--- src/bsa_row_mem.sv ---
// ----------------------------------------------------------------------------
// bsa_row_mem
// One row per process slot, registered read, rows read as zero until written.
// ----------------------------------------------------------------------------
module bsa_row_mem #(
   parameter int DEPTH = 16,
   parameter int ROW_W = 72,
   parameter int AW    = 4
) (
   input  logic             clock,
   input  logic             reset,
   input  logic             wr_en,
   input  logic [AW-1:0]    wr_addr,
   input  logic [ROW_W-1:0] wr_data,
   input  logic             rd_en,
   input  logic [AW-1:0]    rd_addr,
   output logic [ROW_W-1:0] rd_data
);

   logic [ROW_W-1:0] mem [DEPTH];
   logic [DEPTH-1:0] valid_ff;
   logic [ROW_W-1:0] rd_data_ff;

   always_ff @(posedge clock) begin
      if (wr_en) begin
         mem[wr_addr] <= wr_data;
      end
   end

   always_ff @(posedge clock) begin
      if (reset) begin
         valid_ff <= '0;
      end else if (wr_en) begin
         valid_ff[wr_addr] <= 1'b1;
      end
   end

   always_ff @(posedge clock) begin
      if (rd_en) begin
         rd_data_ff <= valid_ff[rd_addr] ? mem[rd_addr] : '0;
      end
   end

   assign rd_data = rd_data_ff;

endmodule

--- config.mk ---
export PLATFORM = sky130hd
export DESIGN_NAME = bsa_row_mem
export DESIGN_NICKNAME = d
export VERILOG_FILES = /design/src/bsa_row_mem.sv
export SDC_FILE = /design/constraint.sdc
export NUM_CORES = 1
export LEC_CHECK = 0
export ABC_AREA = 0
export BUFFER_PORTS_ARGS = -buffer_cell sky130_fd_sc_hd__buf_2
export CAP_MARGIN = 10
export CELL_PAD_IN_SITES_DETAIL_PLACEMENT = 1
export CELL_PAD_IN_SITES_GLOBAL_PLACEMENT = 1
export CORE_ASPECT_RATIO = 1.25
export CORE_MARGIN = 2
export CORE_UTILIZATION = 55
export CTS_CLUSTER_DIAMETER = 50
export CTS_CLUSTER_SIZE = 24
export DETAILED_ROUTE_END_ITERATION = 8
export PLACE_DENSITY = 0.79
export SLEW_MARGIN = 10
export SYNTH_ARGS = -nofsm -noshare
export SYNTH_HDL_FRONTEND = slang
export SYNTH_SLANG_ARGS = --single-unit
--- constraint.sdc ---
create_clock -name clock -period 18.9 [get_ports clock]
set_input_delay 0.945 -clock clock [delete_from_list [all_inputs] [get_ports clock]]
set_output_delay 0.945 -clock clock [all_outputs]
set_load 0.01 [all_outputs]
; Word-level counts from Yosys, hierarchy flattened
; Memories as Yosys holds them, arrays and structs flattened. A register that Yosys moved wholly into a read port is not among the register bits.
; Cells that the tools add are included.
[classes]
order_cmp = 3
muxes = 6
n_bitwise = 1
n_reduce_logical = 2
[ops]
columns = operator, count
row1 = OR 16 bit, 1
row2 = less-than comparator 4 x 5 -> 1 bit (second input constant), 2
row3 = binary-select mux 1 bit (select 4 bit), 1
row4 = demux 1 bit (select 4 bit), 1
row5 = >= comparator 4 x 1 -> 1 bit (second input constant), 1
row6 = 2-to-1 mux 1 bit, 4
row7 = logical AND 1 bit, 1
row8 = logical NOT 1 bit, 1
[word_totals]
ff_bits = 16
ramBits = 1152
in_bits = 84
out_inout_bits = 72
word_cells = 14
memories = 1
[mem_list]
columns = memory, words, width, rd, rd_ports_with_merged_regs, wr, line
row1 = mem, 16, 72, 1, 1, 1, 20  ; logic [ROW_W-1:0] mem [DEPTH];

; Longest topological paths before layout
; Gate-level depths: netlist of run 1.
[depth]
depth_word = 5
depth_mapped = 7
ltp_nobuf = 4

; Worst setup path after synthesis of run 1
; OpenSTA, ideal clock, no wires.
[synth_path]
kind = input to register
start = input port wr_addr[2]
end = memory mem[0][0], enable pin
setup_time_ns = 0.594
arrival_ns = 6.394
t_required_ns = 18.306
setup_slack_ns = 11.912
path_stages = 2
path_cell_list = or3b_2 -> nor3_1
[synth_rtl]
columns = element, line
row1 = "start, declared", 13  ; input logic [AW-1:0] wr_addr,
row2 = "end, declared", 20
; Straight into the memory's write port.

; Final worst setup path of run 1
[layout_path]
start = input port rd_addr[0]
end = register rd_data_ff[60], in the netlist rd_data[60], read port of mem, data pin
[layout_via]
elab_chain_cells = 3
[layout_lines]
columns = element, line
row1 = "start, declared", 16  ; input logic [AW-1:0] rd_addr,
row2 = binary-select mux 1 bit (select 4 bit), 40  ; rd_data_ff <= valid_ff[rd_addr] ? mem[rd_addr] : '0;
row3 = 2-to-1 mux 1 bit (implied by the code), 40
row4 = logical NOT 1 bit (no source line), --
row5 = "end, declared", 22  ; logic [ROW_W-1:0] rd_data_ff;
; Several ways; a longest one is shown, not always the timed one. The select of a mux whose other input is x is not followed.
; A chain may end at the register's enable or synchronous reset.

==> results of run 1 <==
## layer usage
layer,up-vias,share of wire (%),track usage [%]
met3,234,7.8,4.525
met5,-,0.11,0
li1,8614,-,-
met2,1075,52,45.53
met1,11710,37,35.65
met4,20,3.0,8.921
## synthesized netlist by cell type (all sizes together)
master / instances
edfxtp: 1224
mux4: 292
a22oi: 144
a21oi: 72
buf: 66
nor2: 46
clkbuf: 39
dfxtp: 16
nor3: 4
a22o: 2
nand2b: 2
nand3b: 2
nor2b: 2
and2: 1
nand2: 1
nand3: 1
or3b: 1
## cell families (layout without fill, tap and decap cells)
kind of cell           count (synthesis)  count (layout)  synth area share [%]
other                                  0               6                     0
buffers and inverters                105             359                 1.199
flip-flops                          1240            1240                 80.73
AO/OA/AOI/OAI                        218             218                 3.177
multiplexers                         292             292                 14.32
AND/OR/NAND/NOR                       60              60                0.5748
## final cells by class
type                    count  share of cell area, %
multi-input cells         570                  16.51
clock buffers              93                  4.387
diodes                      6                0.02939
well taps                1080                  2.645
repair buffers            203                  2.268
clock inverters            63                  1.582
flip-flops and latches   1240                  72.58
## through the flow
stage	setup WS, ps	area, um^2
CTS	13900	51070
finish	13940	51080
global placement	13270	48020
floorplan	11910	45930
detailed placement	13190	48020
global route	13660	51070
## path summary, 6_finish.rpt
path / start / end / slack, ps
min reg2reg: valid_ff[4]$_SDFFE_PP0P_ / valid_ff[4]$_SDFFE_PP0P_ / 490
max reg2reg: valid_ff[13]$_SDFFE_PP0P_ / rd_data[60]$_SDFFCE_PN0P_ / 15680
min: valid_ff[4]$_SDFFE_PP0P_ / valid_ff[4]$_SDFFE_PP0P_ / 490
max: rd_addr[0] / rd_data[60]$_SDFFCE_PN0P_ / 13940
## state kept, by name, indices dropped and copies added (netlist names)
name	flops
valid_ff	16
rd_data	72
mem	1152
## power breakdown
part	internal, mW	leakage, nW	total, mW	switching (mW)
clock network	0.976	1.46	2.00	1.03
registers	3.08	11.3	3.10	0.0194
logic	0.0960	3.22	0.253	0.157
total	4.15	16.0	5.35	1.20
## worst reg2reg max path: stages, from the launching register on
cell and delay (ps):
sky130_fd_sc_hd__dfxtp_1 330, sky130_fd_sc_hd__mux4_2 470, sky130_fd_sc_hd__a22o_1 270, sky130_fd_sc_hd__nor2_4 750
sky130_fd_sc_hd__buf_4 910, sky130_fd_sc_hd__a21oi_1 170
==> reports/qor.txt, run 1 <==
Post-cts sizing count - 0
Via-to-Cell Ratio - 6.651
Latest clock arrival within the worst-skew pair - 680 ps
Total Nets Final - 2184
Post-layout power - 5.352 mW
Placer Congestion - 0.7139
Area of the core - 82830 um^2
Overall Global Routing Usage - 26.73%
Cell types with the largest area share after synthesis - sky130_fd_sc_hd__edfxtp_1 80%, sky130_fd_sc_hd__mux4_2 14%, sky130_fd_sc_hd__a22oi_1 2.4%, sky130_fd_sc_hd__a21oi_1 0.78%, sky130_fd_sc_hd__dfxtp_1 0.70%
Highest net fanout along the worst path - 89
Residual DRC - 0
Total global routing overflow - 0
Finished Core Util - 61.68%
Most common library cell in the layout ignoring fill and taps - sky130_fd_sc_hd__edfxtp_1
Peak VDD IR - 87.75 uV
I/O Pins - 156
Sequential Area - 37080 um^2
Library cells used by synthesis - 21
Area share of the largest cell type after synthesis - 80.03%
Headroom to the max-slew limit - 22.22%
Buffers plus inverters on the worst setup path - 3
Number of flip-flops and latches in the synthesized netlist - 1240
Die extent in y - 327.1 um
Cell Count Post-Placement - 3093
Number of antenna violations at the first check in global routing - 19
Number of cells traversed by the worst hold path - 2
Number of global-route vias before repair - 23260
Crit path depth - 7
Leading cell types in the layout, fill and taps excluded - 1224 x sky130_fd_sc_hd__edfxtp_1, 292 x sky130_fd_sc_hd__mux4_2, 152 x sky130_fd_sc_hd__buf_2, 144 x sky130_fd_sc_hd__a22oi_1, 88 x sky130_fd_sc_hd__clkbuf_16
Worst hold slack - 486.8 ps
Quantity of I/O buffers inserted on ports - 155
TritonCTS buffer count - 85
Syn_nets - 1999
Effective utilization at floorplan - 55.45%
# Max-Cap Violations - 0
Placed wire-length estimate - 56510 um
Relative area change from synthesis to final layout - 11.23%
Number of buffers on the longest clock path - 3
Standard cell with the maximum stage delay on the critical path - sky130_fd_sc_hd__buf_4
Multi-input gate area in the final layout - 8434 um^2
Fill cells - 6635
Std-Cell Rows - 118
Leakage dissipation - 15.96 nW
Unrepaired setup endpoints after global routing - no
Post-Synthesis Mean Instance Area - 23.98 um^2
Area leader, netlist - sky130_fd_sc_hd__edfxtp_1
Root Driver - sky130_fd_sc_hd__clkbuf_16
Number of hold violations in the final report - 0
Signal arrival time at the worst endpoint - 5320 ps
Depth of the most critical reg-to-reg path - 5
Total setup buffers inserted after CTS - 0
Depth of the CTS H-tree - 3
Portion of the clock cycle consumed by the worst path in the final layout - 26.26%
Global-route wire length before repair - 163700 um
Overall via count from detail_route - 21650
Cell-by-cell listing of the critical path - buf_8, buf_4, mux4_2, a22o_1, nor2_4, buf_4, a21oi_1
Critical path's largest stage delay - 900 ps
TritonCTS clock tree - yes
Maximum number of pins on one net before global-route repair - 108
Floorplan die area - 85840 um^2
Per-cell routed wire length - 34.57 um
Worst hold-check path type - register to register
Overall routed net length - 112500 um
Data required time of the critical path - 19260 ps
Total Neg Setup Slack - 0 ps
Register area share after synthesis - 80.73%
Power per cell area - 104.8 nW/um^2
Most frequent cell on the critical path - sky130_fd_sc_hd__buf_4
Endpoints failing setup - 0
Clock-pin slew on the worst setup and hold paths - 80 ps
DRT iter0 DRCs - 2558
Clock tree sinks - 1240
Highest achievable clock rate - 201.5 MHz
Worst Tran Pin Value - 1164 ps
Number of iterations in the first detailed-routing pass - 5
DIE WIDTH - 262.5 um
Cts-stage hold buffer count - 0
Count of mapped cells out of synthesis - 1915
Kind of launch point of the worst setup path - input port
Final Critical Period - 4963 ps
Critical path endpoint category - register
Top delay family on crit path - buffers and inverters
Run status - finished, final reports clean
Non-filler instance count after layout - 3255
Post-route antenna net violation count - 0
Kind of critical path - input port to register
Max-slew violation total from the final report - 0
Fraction of final layout cells with drive strength greater than 1 - 30.71%
Synthesis warning total - 0
Netlist Area Pre-Place - 45930 um^2
Final clock skew - 31.08 ps
Note: power is estimated with default switching activity, not from simulation.
==> run 2: changes to the inputs <==
- ABC_AREA: 0 -> 1
- CORE_UTILIZATION: 55 -> 50
- PLACE_DENSITY: 0.79 -> 0.8
- clock period: 18.9 -> 4.9 ns (I/O delays scaled with it)
==> reports/qor.txt, run 2 <==
Run status - finished, final reports clean
Critical path's largest stage delay - 710 ps (-190 ps)
Placed wire-length estimate - 75740 um (+34%)
Final Critical Period - 2603 ps
Netlist Area Pre-Place - 52470 um^2 (+14%)
Number of flip-flops under the largest register name - 1152 (unchanged)
Total Neg Setup Slack - 0 ps (unchanged)
Root Driver - sky130_fd_sc_hd__clkbuf_16
Area leader, netlist - sky130_fd_sc_hd__edfxtp_1
Overall Global Routing Usage - 29.04% (+2.3 points)
DRT iter0 DRCs - 3129 (+22%)
Number of antenna violations at the first check in global routing - 5 (-14)
Clock-pin slew on the worst setup and hold paths - 80 ps (about the same)
Fraction of final layout cells with drive strength greater than 1 - 8.356% (-22 points)
Signal arrival time at the worst endpoint - 3200 ps (-2120 ps)
Portion of the clock cycle consumed by the worst path in the final layout - 53.12%
Number of buffers on the longest clock path - 3 (unchanged)
Placer Congestion - 0.7368 (+3.2%)
Reg-to-Reg Start - valid_ff[7]$_SDFFE_PP0P_
Global-route track usage on met3 - 3.246% (-1.3 points)
Library cells used by synthesis - 15 (-29%)
Depth of the CTS H-tree - 3 (unchanged)
Floorplan die area - 107600 um^2 (+25%)
Number of hold violations in the final report - 0 (unchanged)
Number of flip-flops and latches in the synthesized netlist - 1240 (unchanged)
Leading cell types in the layout, fill and taps excluded - 1610 x sky130_fd_sc_hd__nand2_1, 1224 x sky130_fd_sc_hd__edfxtp_1, 938 x sky130_fd_sc_hd__inv_1, 876 x sky130_fd_sc_hd__nand3_1, 150 x sky130_fd_sc_hd__buf_2
Number of synthesized flops with an enable pin - 1224 (unchanged)
Effective utilization at floorplan - 50.50% (-4.9 points)
Number of global-route vias before repair - 39840 (+71%)
Met1 Usage GRT - 36.78% (+1.1 points)
Data required time of the critical path - 5490 ps (-13770 ps)
Highest achievable clock rate - 384.2 MHz
I/O Pins - 156 (unchanged)
Worst hold-check path type - input port to register
Syn_nets - 5070 (+150%)
Quantity of I/O buffers inserted on ports - 155 (unchanged)
Power per cell area - 386.9 nW/um^2 (+270%)
Destination of the worst hold path - valid_ff[11]$_SDFFE_PP0P_
Register bank with the most flops - mem
Kind of launch point of the worst setup path - input port
Critical path endpoint category - register
Highest net fanout along the worst path - 120 (+35%)
Count of mapped cells out of synthesis - 4986 (+160%)
Clock tree sinks - 1240 (unchanged)
# Max-Cap Violations - 0 (unchanged)
Most common cell in the netlist - sky130_fd_sc_hd__nand2_1
Overall routed net length - 155600 um (+38%)
Register area share after synthesis - 70.67% (-10 points)
Std-Cell Rows - 132 (+12%)
Peak VDD IR - 290.3 uV (+230%)
Area share of the largest cell type after synthesis - 70.06% (-10 points)
TritonCTS clock tree - yes
Fill cells - 10930 (+65%)
Area of the core - 103900 um^2 (+25%)
GR Layer Usage met2 - 50.94% (+5.4 points)
Via-to-Cell Ratio - 5.581 (-16%)
Start point of the worst hold path - wr_en
Number of iterations in the first detailed-routing pass - 6 (+1)
Endpoints failing setup - 0 (unchanged)
Relative area change from synthesis to final layout - 12.78%
Share of flip-flops with an asynchronous set or reset - 0% (unchanged)
Per-cell routed wire length - 23.72 um (-31%)
Unrepaired setup endpoints after global routing - no
Top cells by count, synth - 1610 x sky130_fd_sc_hd__nand2_1, 1224 x sky130_fd_sc_hd__edfxtp_1, 941 x sky130_fd_sc_hd__inv_1
Final clock skew - 39.13 ps (+8.055 ps)
Residual DRC - 0 (unchanged)
Total global routing overflow - 0 (unchanged)
Total Nets Final - 5207 (+140%)
Maximum number of pins on one net before global-route repair - 213 (+97%)
DIE WIDTH - 293.7 um (+12%)
Number of cells traversed by the worst hold path - 5 (+3)
Global-route wire length before repair - 236900 um (+45%)
Overall via count from detail_route - 36620 (+69%)
Register-to-register setup slack - 2640 ps (-13040 ps)
Latest clock arrival within the worst-skew pair - 730 ps (+50 ps)
Post-Synthesis Mean Instance Area - 10.52 um^2 (-56%)
Die extent in y - 366.2 um (+12%)
Headroom to the max-slew limit - 22.92% (+0.69 points)
Depth of the most critical reg-to-reg path - 9 (+4)
Most frequent cell on the critical path - sky130_fd_sc_hd__nand3_1
Post-route antenna net violation count - 0 (unchanged)
Worst r2r dst - rd_data[61]$_SDFFCE_PN0P_
Cell types with the largest area share after synthesis - sky130_fd_sc_hd__edfxtp_1 70%, sky130_fd_sc_hd__nand2_1 12%, sky130_fd_sc_hd__nand3_1 8.4%, sky130_fd_sc_hd__inv_1 6.7%, sky130_fd_sc_hd__buf_2 1.4%
Cell-by-cell listing of the critical path - buf_8, inv_8, nand2_1, nand3_1, nand3_1, nand3_1, nand2_4, buf_4, nand2_1, inv_1
Synthesis warning total - 0 (unchanged)
Kind of critical path - input port to register
Busiest grt layer - met2
Most common library cell in the layout ignoring fill and taps - sky130_fd_sc_hd__nand2_1
Most used flip-flop cell after synthesis - sky130_fd_sc_hd__edfxtp_1
Leakage dissipation - 25.45 nW (+59%)
Worst hold slack - 57.92 ps (-428.9 ps)
TritonCTS buffer count - 108 (+27%)
Worst Tran Pin Value - 1156 ps (-7.661 ps)
Max-slew violation total from the final report - 0 (unchanged)
Standard cell with the maximum stage delay on the critical path - sky130_fd_sc_hd__nand2_4
==> run 2: cell types whose count changed in the layout (fill, tap and decap cells not counted), sizes merged, moves of 23 or more <==
cell and delta:
dlygate4sd3 +76, nand2 +1610, inv +965, nand3 +875
mux4 -292, a21oi -68, a22oi -144, clkbuf +23
==> run 2: what timing repair did <==
| item | CTS | global route |
|---|---|---|
| gates resized for setup | 0 | 0 |
| hold buffers | 76 | 0 |
| hold endpoints to repair | 1168 | 0 |
| setup buffers | 0 | 0 |
==> run 2: area by class of cell <==
cell class / count / area, um^2 / share of cell area (%)
clock inverters: 90 / 1129 / 1.907
flip-flops and latches: 1240 / 37080 / 62.66
repair buffers: 276 / 2096 / 3.542
clock buffers: 115 / 2814 / 4.755
inverters: 962 / 3643 / 6.157
multi-input cells: 2535 / 10730 / 18.14
well taps: 1340 / 1677 / 2.833
diodes: 3 / 7.507 / 0.01269
==> run 2: critical path, delay by kind of cell <==
kind,cells,cell delay (ps)
buffers and inverters,4,1440
AND/OR/NAND/NOR,6,1370
==> run 2: worst max path at each step <==
stage / startpoint / endpoint / slack (ps) / cells after the start
detailed placement: rd_addr[0] / rd_data[70]$_SDFFCE_PN0P_ / 1610 / 10
global placement: rd_addr[0] / rd_data[68]$_SDFFCE_PN0P_ / 1710 / 10
floorplan: wr_en / mem[10][0]$_DFFE_PP_ / 740 / 4
finish: rd_addr[0] / rd_data[61]$_SDFFCE_PN0P_ / 2300 / 10
global route: rd_addr[0] / rd_data[70]$_SDFFCE_PN0P_ / 2160 / 10
CTS: rd_addr[0] / rd_data[70]$_SDFFCE_PN0P_ / 2370 / 10
==> run 2: logic make-up after synthesis <==
| logic type | synth area share [%] |
|---|---|
| AO/OA/AOI/OAI | 0.03816 |
| buffers and inverters | 9.089 |
| flip-flops | 70.67 |
| AND/OR/NAND/NOR | 20.21 |
==> run 2: report_power, final <==
group	internal, mW	switching [mW]
clock	4.85	4.50
combinational	0.409	1.14
sequential	11.9	0.0819
==> run 2: per-stage QoR <==
stage / area, um^2 / std cells / power (mW) / setup slack [ps] / utilization (%)
floorplan: 52470 / 4986 / 13.06 / 737.5 / -
global placement: 54460 / 6277 / 13.60 / 1715 / 52.43
detailed placement: 54460 / 6277 / 13.69 / 1611 / 52.43
CTS: 59170 / 6558 / 22.97 / 2365 / 56.95
global route: 59170 / 6561 / 23.48 / 2165 / 56.96
finish: 59170 / 6561 / 22.90 / 2297 / 56.96
==> run 2: per-layer routing <==
layer  part of all wire [%]  routed length (um)
met1                     39               60990
met2                     52               80450
met3                    5.6                8645
met4                    3.6                5528
met5                 0.0084                  13
